**config.mk**
```make
export PLATFORM = sky130hd
export DESIGN_NAME = sat_ctrl
export DESIGN_NICKNAME = d
export VERILOG_FILES = /design/src/rtl/core/sat_pkg.sv /design/src/rtl/core/sat_ctrl.sv
export SDC_FILE = /design/constraint.sdc
export NUM_CORES = 1
export LEC_CHECK = 0
export ABC_CLOCK_PERIOD_IN_PS = 3300
export BUFFER_PORTS_ARGS = -buffer_cell sky130_fd_sc_hd__clkbuf_2
export CORE_AREA = 2 2 39 41
export CTS_BUF_LIST = sky130_fd_sc_hd__clkbuf_8
export CTS_CLUSTER_DIAMETER = 60
export DETAILED_ROUTE_END_ITERATION = 12
export DIE_AREA = 0 0 41 43
export GPL_TIMING_DRIVEN = 0
export HOLD_SLACK_MARGIN = 0.02
export PLACE_DENSITY = 0.6
export SETUP_SLACK_MARGIN = 0.05
export SYNTH_ARGS = -nofsm -noshare
export SYNTH_HDL_FRONTEND = slang
export SYNTH_SLANG_ARGS = --single-unit
```
**constraint.sdc**
```tcl
create_clock -name clk -period 3.3 [get_ports clk]
set_input_delay 0.33 -clock clk [delete_from_list [all_inputs] [get_ports clk]]
set_output_delay 0.33 -clock clk [all_outputs]
set_load 0.02 [all_outputs]
```
**src/rtl/core/sat_pkg.sv**
```systemverilog
`default_nettype none

package sat_pkg;

    localparam int DEFAULT_MAX_ROWS  = 64;
    localparam int DEFAULT_MAX_COLS  = 64;
    localparam int DEFAULT_SUM_WIDTH = 32;

    localparam int DIM_W       = 7;
    localparam int COORD_W     = 6;
    localparam int ELEM_W      = 32;
    localparam int SUM_OUT_W   = 32;
    localparam int STATUS_W    = 2;
    localparam int CFG_INDEX_W = 1;

    localparam logic [DIM_W-1:0] DIM_RESET = 7'd64;

    localparam logic [CFG_INDEX_W-1:0] REG_NUM_ROWS = 1'b0;
    localparam logic [CFG_INDEX_W-1:0] REG_NUM_COLS = 1'b1;

    localparam logic CMD_LOAD  = 1'b0;
    localparam logic CMD_QUERY = 1'b1;

    localparam logic [STATUS_W-1:0] STAT_OK         = 2'd0;
    localparam logic [STATUS_W-1:0] STAT_BAD_RECT   = 2'd1;
    localparam logic [STATUS_W-1:0] STAT_INCOMPLETE = 2'd2;
    localparam logic [STATUS_W-1:0] STAT_OVERFLOW   = 2'd3;

    // Query terms in read order: D - LL - UR + A
    localparam logic [1:0] TERM_D  = 2'd0;
    localparam logic [1:0] TERM_LL = 2'd1;
    localparam logic [1:0] TERM_UR = 2'd2;
    localparam logic [1:0] TERM_A  = 2'd3;

    typedef struct packed {
        logic                      cmd;
        logic                      restart;
        logic signed [ELEM_W-1:0]  element;
        logic [COORD_W-1:0]        top_row;
        logic [COORD_W-1:0]        left_col;
        logic [COORD_W-1:0]        bottom_row;
        logic [COORD_W-1:0]        right_col;
    } sat_in_t;

    typedef struct packed {
        logic signed [SUM_OUT_W-1:0] sum;
        logic [STATUS_W-1:0]         status;
    } sat_out_t;

    typedef enum logic [2:0] {
        S_IDLE,
        S_DECIDE,
        S_LOAD_WR,
        S_QUERY,
        S_QUERY_LAST
    } sat_state_t;

    typedef struct packed {
        logic                accept;
        logic                run_load;
        logic                load_write;
        logic                qry_read;
        logic [1:0]          qry_term;
        logic                qry_acc;
        logic                acc_clear;
        logic                set_result;
        logic [STATUS_W-1:0] result_status;
    } sat_cmd_t;

    typedef struct packed {
        logic is_query;
        logic load_overflow;
        logic table_incomplete;
        logic bad_rect;
        logic out_free;
    } sat_stat_t;

endpackage

`default_nettype wire

```
**src/rtl/core/sat_ctrl.sv**
```systemverilog
`default_nettype none

module sat_ctrl (
    input  wire logic             clk,
    input  wire logic             rst_n,
    input  wire logic             item_valid,
    output logic                  item_ready,
    input  wire sat_pkg::sat_stat_t stat,
    output sat_pkg::sat_cmd_t     cmd
);

    import sat_pkg::*;

    sat_state_t state_reg, state_next;
    logic [1:0] term_reg, term_next;

    always_ff @(posedge clk or negedge rst_n)
    begin
        if (!rst_n)
        begin
            state_reg <= S_IDLE;
            term_reg  <= TERM_D;
        end
        else
        begin
            state_reg <= state_next;
            term_reg  <= term_next;
        end
    end

    always_comb
    begin
        state_next = state_reg;
        term_next  = term_reg;
        item_ready = 1'b0;
        cmd        = '0;
        cmd.result_status = STAT_OK;
        cmd.qry_term      = term_reg;

        unique case (state_reg)
            S_IDLE:
            begin
                item_ready = 1'b1;
                if (item_valid)
                begin
                    cmd.accept = 1'b1;
                    state_next = S_DECIDE;
                end
            end

            S_DECIDE:
            begin
                if (stat.is_query)
                begin
                    if (stat.table_incomplete || stat.bad_rect)
                    begin
                        cmd.result_status = stat.table_incomplete ? STAT_INCOMPLETE
                                                                  : STAT_BAD_RECT;
                        if (stat.out_free)
                        begin
                            cmd.set_result = 1'b1;
                            state_next     = S_IDLE;
                        end
                    end
                    else
                    begin
                        cmd.qry_read  = 1'b1;
                        cmd.qry_term  = TERM_D;
                        cmd.acc_clear = 1'b1;
                        term_next     = TERM_LL;
                        state_next    = S_QUERY;
                    end
                end
                else if (stat.load_overflow)
                begin
                    cmd.result_status = STAT_OVERFLOW;
                    if (stat.out_free)
                    begin
                        cmd.set_result = 1'b1;
                        state_next     = S_IDLE;
                    end
                end
                else
                begin
                    cmd.run_load = 1'b1;
                    state_next   = S_LOAD_WR;
                end
            end

            S_LOAD_WR:
            begin
                if (stat.out_free)
                begin
                    cmd.load_write = 1'b1;
                    cmd.set_result = 1'b1;
                    state_next     = S_IDLE;
                end
            end

            S_QUERY:
            begin
                // read this term, fold in the one read last cycle
                cmd.qry_read = 1'b1;
                cmd.qry_acc  = 1'b1;
                unique case (term_reg)
                    TERM_LL: term_next = TERM_UR;
                    TERM_UR: term_next = TERM_A;
                    TERM_A:  state_next = S_QUERY_LAST;
                    default: term_next = TERM_LL;
                endcase
            end

            S_QUERY_LAST:
            begin
                if (stat.out_free)
                begin
                    cmd.qry_acc    = 1'b1;
                    cmd.set_result = 1'b1;
                    state_next     = S_IDLE;
                end
            end

            default:
            begin
                state_next = S_IDLE;
            end
        endcase
    end

    a_accept_to_decide: assert property (@(posedge clk) disable iff (!rst_n)
        cmd.accept |=> state_reg == S_DECIDE)
        else $error("accepted item did not move to decode");

    a_result_only_when_free: assert property (@(posedge clk) disable iff (!rst_n)
        cmd.set_result |-> stat.out_free)
        else $error("result written over an untaken beat");

    a_query_runs_four_reads: assert property (@(posedge clk) disable iff (!rst_n)
        (state_reg == S_QUERY && term_reg == TERM_A) |=> state_reg == S_QUERY_LAST)
        else $error("query read sequence broken");

endmodule

`default_nettype wire

```
==> flow_summary.json, run 1 <==
{
  "final_cell_mix": "clkbuf_2, nor2_1, inv_1, dfrtp_1",
  "hold_path.startpoint": "stat[0]",
  "drt-pass1-iter-count": 4,
  "outcome": "finished clean",
  "grt_max_degree": 11,
  "top_usage_layer": "met2",
  "cts_tree": "yes",
  "dp_cells": 89,
  "ctsResizeCount": 0,
  "fmax_mhz": 493,
  "io_buffers": 19,
  "power_frac_comb_pct": 61.4,
  "hold_class": "in -> reg",
  "largest_reg_flops": 3,
  "vias": 471,
  "post_drt_via_cell_ratio": 5.01,
  "ys_ff_latch": 5,
  "end_kind": "output pin",
  "placementRows": 14,
  "track_usage_pct": 12.1,
  "multi_input_area_um2": 272,
  "rsz0062_at_grt": "false",
  "worst_pin_slew_ps": 525,
  "post-synth-top-area-cell": "dfrtp_1",
  "ios": 20,
  "yosysTopAreaCellShare_pct": 29.4,
  "h-tree-depth": 1,
  "wl_per_cell_um": 10.4,
  "start_util_pct": 30.7,
  "setup_viol_count_final": 0,
  "finalNetCount": 89,
  "power.switching_uw": 237,
  "cts_hold_buf": 1,
  "first_global_vias": 363,
  "instances_no_fill": 94,
  "dp_hpwl_um": 768,
  "crit_fanout": 10,
  "avgSynthCellArea_um2": 7.88,
  "hold_depth": 2,
  "finalHoldViolations": 0,
  "syn_to_final_growth_pct": 40.0,
  "power_density_nw_per_um2": 891,
  "synthCells": 54,
  "crit_cells": 5,
  "clk_pin_slew_ps": 30,
  "arrival_ps": 1700,
  "use_met3_pct": 1.57,
  "cpPeakStageDelay_ps": 400,
  "power.internal_uw": 294,
  "place.gp.congestion": 0.664,
  "antenna_cells": 0,
  "initialDrtViolationCount": 5,
  "synthesis.area_um2": 425,
  "critical_path_class": "reg -> out",
  "grt_pass1_wl_um": 1390,
  "startpoint_type": "flip-flop",
  "finalCritPeriodShare_pct": 61.4,
  "die_h_um": 43,
  "cts_max_path_buffers": 2,
  "power_frac_seq_pct": 18.6,
  "slew_headroom_pct": 64.6,
  "final.min_clock_period_ps": 2030,
  "die_x_um": 41,
  "clock-skew-final_ps": 0.632,
  "ys_seq_area_share_pct": 29.4,
  "cts_root_buf": "clkbuf_8",
  "reg2reg_depth": 4,
  "hold_slack_ps": 395,
  "grt_use_met2_pct": 17.5,
  "crit_path_cell_trace": "buf_2 -> nor3b_1 -> nand2_1 -> and2_1 -> clkbuf_2",
  "overflow": 0,
  "antenna_found_initial": 0,
  "worstReg2RegStart": "term_reg[0]",
  "cp.buffers_inverters": 2,
  "regArea_um2": 125,
  "fillerInstances": 152,
  "rr_endpoint": "state_reg[0]",
  "switching_share_pct": 44.6,
  "clk_latency_ps": 220,
  "dp_worst_setup_slack_ps": 1510,
  "holdPathEnd": "state_reg[2]",
  "dieArea_um2": 1760,
  "setup_tns_ps": 0,
  "maxCapViolations": 0,
  "cts-buffers-inserted": 3,
  "synth.area.top_cells": "dfrtp_1, nor2_1, ha_1",
  "cts.sinks": 5,
  "post-cts-setup-buffer-count": 0,
  "critPathTopFamily": "simple AND/OR/NAND/NOR gates",
  "synth_cell_types": 26,
  "postLayoutCoreUtil_pct": 43.0,
  "yosys_warnings": 0,
  "drc_errors": 0,
  "clockPowerShare_pct": 20.0,
  "drt_wl_total_um": 976,
  "finalMaxSlewViolations": 0,
  "leakagePower_uw": 0.000307,
  "syn-num-nets": 64,
  "setup_slack_ps": 1270,
  "rrSetupSlack_ps": 1800,
  "required_ps": 2970,
  "core-area_um2": 1380,
  "final_common_cell": "clkbuf_2",
  "crit_path_top_delay_cell": "nor3b_1",
  "antenna_left": 0,
  "drive_gt1_share_pct": 32.1,
  "grtUsageMet1_pct": 14.2,
  "ir_drop_mv": 0.318
}
## per-layer routing
metal  wire [um]  share of wire, %
met1         471                48
met4           9              0.92
met5           0                 0
met3          54               5.5
met2         441                45
## through the flow
stage,power (uW),instance area [um2]
floorplan,338,425
global placement,421,541
detailed placement,425,541
CTS,537,596
global route,575,596
finish,531,596
## synth_stat cells
library cell,n
nor2_1,7
dfrtp_1,5
a21oi_1,4
inv_1,4
nand2_1,4
and2_1,3
nor3b_1,3
buf_2,2
ha_1,2
nand3_1,2
nor3_1,2
nor4bb_1,2
a21o_1,1
a22oi_1,1
a31oi_1,1
clkbuf_1,1
mux2_2,1
nand3b_1,1
nand4bb_1,1
nor4b_1,1
o21ai_0,1
o22ai_1,1
o32ai_1,1
or3_1,1
or3b_1,1
xnor2_1,1
## worst max path at each step
stage / from / endpoint
after floorplan: state_reg[2] / cmd[10]
after global placement: state_reg[1] / cmd[5]
after detailed placement: state_reg[1] / cmd[5]
after CTS: state_reg[1] / cmd[5]
after global routing: state_reg[1] / cmd[0]
final: state_reg[1] / cmd[5]
## cell type report
cell class / instances / share of cell area, %
Multi-Input combinational cell: 42 / 45.6
Sequential cell: 5 / 21.0
Timing Repair Buffer: 20 / 17.6
Clock buffer: 3 / 6.93
Tap cell: 16 / 3.36
Inverter: 4 / 2.52
Buffer: 3 / 2.31
Clock inverter: 1 / 0.630
## power by group through the flow
| stage | sequential, uW | combinational [uW] | clock, uW |
|---|---|---|---|
| CTS | 98.7 | 327 | 111 |
| global placement | 98.8 | 322 | 0 |
| floorplan | 96.4 | 242 | 0 |
| detailed placement | 99.5 | 325 | 0 |
| global route | 101 | 359 | 116 |
| finish | 98.6 | 326 | 106 |
## logic make-up (layout without fill, tap and decap cells)
kind of cell / Yosys count / count (layout) / synth area share, %
AO/OA/AOI/OAI: 10 / 10 / 14.4
XOR/XNOR: 1 / 1 / 2.06
adder cells (fa/ha/maj): 2 / 2 / 5.88
buffers and inverters: 7 / 31 / 6.76
flip-flops: 5 / 5 / 29.4
multiplexers: 1 / 1 / 2.65
AND/OR/NAND/NOR: 28 / 28 / 38.8
No activity file was read; power rests on OpenSTA's default activity.
==> run 2, diff against run 1 <==
Settings changed: ABC_CLOCK_PERIOD_IN_PS 3300 to 2000.
Clock period 3.3 ns to 2 ns, I/O delays scaled along.
==> run 2 against run 1 <==
  * Critical path depth shrank 1
  * Flip-flop and latch count did not move
  * Combinational power grew 66%
  * Cell count did not move
  * Die area unchanged
  * Core utilization is 0.36 points higher
  * Largest cell class unchanged
  * Register-to-register slack worse by 1300 ps
  * Sequential power up 65%
  * Routed wire length rose by 0.41%
  * Non-clock buffer count unchanged
  * Total power is 66% higher
  * Highest routed layer unchanged
  * Design area is 0.84% higher
==> flow_summary.json, run 2 (same netlist as run 1, synthesis figures left out) <==
{
  "clk_pin_slew_ps": 30,
  "outcome": "finished clean",
  "hold_path.startpoint": "stat[0]",
  "die_x_um": 41,
  "io_buffers": 19,
  "ios": 20,
  "drive_gt1_share_pct": 33.3,
  "rr_endpoint": "term_reg[0]",
  "syn_to_final_growth_pct": 41.2,
  "cts_max_path_buffers": 2,
  "track_usage_pct": 12.1,
  "final_common_cell": "clkbuf_2",
  "overflow": 0,
  "critical_path_class": "reg -> out",
  "drt-pass1-iter-count": 4,
  "final.min_clock_period_ps": 1850,
  "maxCapViolations": 0,
  "clock-skew-final_ps": 0.632,
  "finalMaxSlewViolations": 0,
  "end_kind": "output pin",
  "grt_max_degree": 11,
  "required_ps": 1800,
  "power.total_uw": 881,
  "fmax_mhz": 542,
  "rsz0062_at_grt": "true",
  "vias": 469,
  "slew_headroom_pct": 64.5,
  "crit_fanout": 5,
  "largest_reg_flops": 3,
  "leakagePower_uw": 0.000311,
  "startpoint_type": "flip-flop",
  "holdPathEnd": "state_reg[2]",
  "antenna_cells": 0,
  "first_global_vias": 363,
  "antenna_found_initial": 0,
  "antenna_left": 0,
  "core-area_um2": 1380,
  "placementRows": 14,
  "drt_wl_total_um": 980,
  "fin_area_um2": 601,
  "rrSetupSlack_ps": 500,
  "grt_pass1_wl_um": 1390,
  "finalCritPeriodShare_pct": 92.3,
  "clk_latency_ps": 220,
  "die_h_um": 43,
  "ir_drop_mv": 0.525,
  "finalNetCount": 89,
  "initialDrtViolationCount": 5,
  "wl_per_cell_um": 10.4,
  "reg2reg_depth": 4,
  "post-cts-setup-buffer-count": 0,
  "start_util_pct": 30.7,
  "dieArea_um2": 1760,
  "cp-startpoint": "state_reg[2]",
  "drc_errors": 0,
  "post_drt_via_cell_ratio": 4.99,
  "finalHoldViolations": 0,
  "setup_tns_ps": 0,
  "cts_tree": "yes",
  "cts-buffers-inserted": 3,
  "hold_class": "in -> reg",
  "place.gp.congestion": 0.664,
  "final_cell_mix": "clkbuf_2, nor2_1, inv_1, dfrtp_1",
  "dp_hpwl_um": 768,
  "setup_viol_count_final": 0,
  "h-tree-depth": 1,
  "arrival_ps": 1650,
  "place_area_um2": 541,
  "cts.sinks": 5,
  "cts_root_buf": "clkbuf_8",
  "power_density_nw_per_um2": 1470,
  "worst_pin_slew_ps": 526,
  "worstReg2RegStart": "term_reg[0]",
  "hold_depth": 2
}
==> run 2: cell types whose count changed in the layout (fill, tap and decap cells not counted) <==
cell	change
nor3b_1	-1
nor3b_2	+1
==> run 2: worst max-delay path by stage <==
stage	to	slack [ps]	cells after the start
finish	cmd[2]	150	4
global route	cmd[2]	40	4
CTS	cmd[5]	100	5
detailed placement	cmd[5]	340	5
global placement	cmd[5]	350	5
floorplan	cmd[10]	270	3
==> run 2: layout make-up <==
type	instances	area, um2
clock buffers	3	41.3
fillers	151	783
multi-input cells	42	277
flip-flops and latches	5	125
clock inverters	1	3.75
repair buffers	20	105
plain buffers	3	13.8
well taps	16	20.0
inverters	4	15.0
==> run 2: metal layers <==
layer	GRT usage, %	wire length (um)
met1	14.2	458
met5	0	0
met2	17.5	458
met3	1.57	54
met4	12.0	9
==> run 2: metrics by stage <==
step	hold WS [ps]	worst slack [ps]	std cells	util [%]
finish	266	154	94	43.4
global route	283	45.0	94	43.4
CTS	258	97.6	94	43.0
detailed placement	20.0	343	89	39.1
global placement	17.5	352	89	39.1
floorplan	-95.6	274	54	-
==> run 2: timing repair <==
item | 4_1_cts | 5_1_grt
hold buffers | 1 | 0
resized for setup | 0 | 1
endpoints found under the setup margin | 0 | 3
endpoints found under the hold margin | 5 | 0
==> run 2: critical path, cell delays in order (launching register included) <==
cell	delay, ps
dfrtp_1	410
or3b_1	440
o32ai_1	270
and2_1	160
clkbuf_2	160
==> run 2: where the power goes <==
group,switching [uW],leakage (uW),internal [uW],total (uW)
combinational,326,0.000222,216,542
clock,44.4,0.0000269,131,175
sequential,22.3,0.0000617,141,163
==> run 3, diff against run 2 <==
Settings changed: BUFFER_PORTS_ARGS -buffer_cell sky130_fd_sc_hd__clkbuf_2 to not set, DONT_BUFFER_PORTS set to 1, PLACE_DENSITY 0.6 to 0.47.
==> run 3 against run 2 <==
  * Total power decreased by 5.5%
  * Hold slack got worse by 180 ps
  * Sequential share of layout area increased by 2.8 points
  * First-iteration DRC count decreased by 60%
  * Non-clock buffer count decreased by 19
  * Routed wire length decreased by 5.7%
  * Cell count decreased by 20%
==> flow_summary.json, run 3 (same netlist as run 1, synthesis figures left out) <==
{
  "outcome": "finished clean",
  "rsz0062_at_grt": "false",
  "initialDrtViolationCount": 2,
  "maxCapViolations": 0,
  "rrSetupSlack_ps": 510,
  "drt-pass1-iter-count": 2,
  "clockPowerShare_pct": 21.1,
  "clock-skew-final_ps": 0.827,
  "largest_reg_flops": 3,
  "final_cell_mix": "nor2_1, inv_1, dfrtp_1",
  "required_ps": 1800,
  "fmax_mhz": 557,
  "setup_viol_count_final": 0,
  "cts.sinks": 5,
  "antenna_left": 0,
  "io_buffers": 0,
  "grt_max_degree": 11,
  "final_common_cell": "nor2_1",
  "die_x_um": 41,
  "antenna_cells": 0,
  "grt_pass1_wl_um": 1320,
  "clk_pin_slew_ps": 30,
  "core-area_um2": 1380,
  "vias": 392,
  "leakagePower_uw": 0.000231,
  "finalNetCount": 70,
  "finalCritPeriodShare_pct": 89.8,
  "dieArea_um2": 1760,
  "grtUsageMet1_pct": 13.8,
  "cts_tree": "yes",
  "finalMaxSlewViolations": 0,
  "crit_fanout": 5,
  "drc_errors": 0,
  "fillerInstances": 168,
  "finalHoldViolations": 0,
  "switching_share_pct": 46.1,
  "power.internal_uw": 449,
  "grt_use_met2_pct": 17.2,
  "ir_drop_mv": 0.528,
  "power.switching_uw": 384,
  "die_h_um": 43,
  "setup_tns_ps": 0,
  "track_usage_pct": 11.3,
  "ios": 20,
  "power_frac_seq_pct": 19.7,
  "cts-buffers-inserted": 3,
  "dp_worst_setup_slack_ps": 140,
  "drive_gt1_share_pct": 18.6,
  "drt_wl_total_um": 924,
  "syn_to_final_growth_pct": 24.7,
  "first_global_vias": 332,
  "final.min_clock_period_ps": 1800,
  "place.gp.congestion": 0.641,
  "worst_pin_slew_ps": 667,
  "slew_headroom_pct": 55.5,
  "hold_class": "in -> reg",
  "post_drt_via_cell_ratio": 5.23,
  "power_frac_comb_pct": 59.2,
  "power_density_nw_per_um2": 1570,
  "clk_latency_ps": 220,
  "start_util_pct": 30.7,
  "antenna_found_initial": 0,
  "use_met3_pct": 1.57,
  "startpoint_type": "flip-flop",
  "cts_max_path_buffers": 2,
  "top_usage_layer": "met2",
  "wl_per_cell_um": 12.3,
  "multi_input_area_um2": 302,
  "end_kind": "output pin",
  "overflow": 0,
  "post-cts-setup-buffer-count": 0,
  "critical_path_class": "reg -> out",
  "placementRows": 14,
  "setup_slack_ps": 204,
  "regArea_um2": 125,
  "dp_hpwl_um": 727,
  "h-tree-depth": 1,
  "cts_root_buf": "clkbuf_8",
  "arrival_ps": 1600
}
## run 3: worst max-delay path: stages (launching register included)
cell and delay (ps):
dfrtp_1 410, or3b_1 440, o32ai_1 260, and2_1 270
## run 3: area by class of cell
type / instances / share of cell area (%)
well taps: 16 / 3.77
plain buffers: 3 / 2.59
multi-input cells: 42 / 56.8
clock inverters: 1 / 0.708
clock buffers: 3 / 7.78
flip-flops and latches: 5 / 23.6
inverters: 4 / 2.83
repair buffers: 1 / 1.89
## run 3: path summary, 6_finish.rpt
kind                              start  depth (start not counted)           end
max                        state_reg[2]                          3        cmd[2]
min                             stat[0]                          1  state_reg[2]
max reg2reg                 term_reg[0]                          4  state_reg[0]
min reg2reg                 term_reg[0]                          2   term_reg[0]
max in group asynchronous         rst_n                          1  state_reg[2]
min in group asynchronous         rst_n                          1   term_reg[1]
## run 3: power by group through the flow
stage | sequential (uW) | clock (uW) | combinational, uW
floorplan | 159 | 0 | 399
global placement | 164 | 0 | 460
detailed placement | 164 | 0 | 461
CTS | 164 | 180 | 472
global route | 168 | 185 | 542
finish | 164 | 175 | 493
## run 3: timing repair
| action | CTS | global route |
|---|---|---|
| resized for setup | 1 | 5 |
| hold buffers | 1 | 0 |
| endpoints found under the setup margin | 1 | 5 |
| endpoints found under the hold margin | 5 | 0 |
## run 3: per-stage QoR
step	power (uW)	instances	hold WS, ps	util, %	cell area, um2
finish	832	75	89.1	38.3	531
global route	896	75	81.9	38.3	531
CTS	816	75	84.4	36.5	505
detailed placement	626	70	-95.4	32.2	445
global placement	624	70	-95.4	32.2	445
floorplan	558	54	-95.6	-	425
## run 3: per-layer routing
layer | up-vias | wire length [um] | part of all wire [%]
met3 | 4 | 55 | 6.0
met2 | 13 | 433 | 47
met4 | 0 | 12 | 1.3
li1 | 202 | - | -
met1 | 173 | 423 | 46
met5 | - | 0 | 0
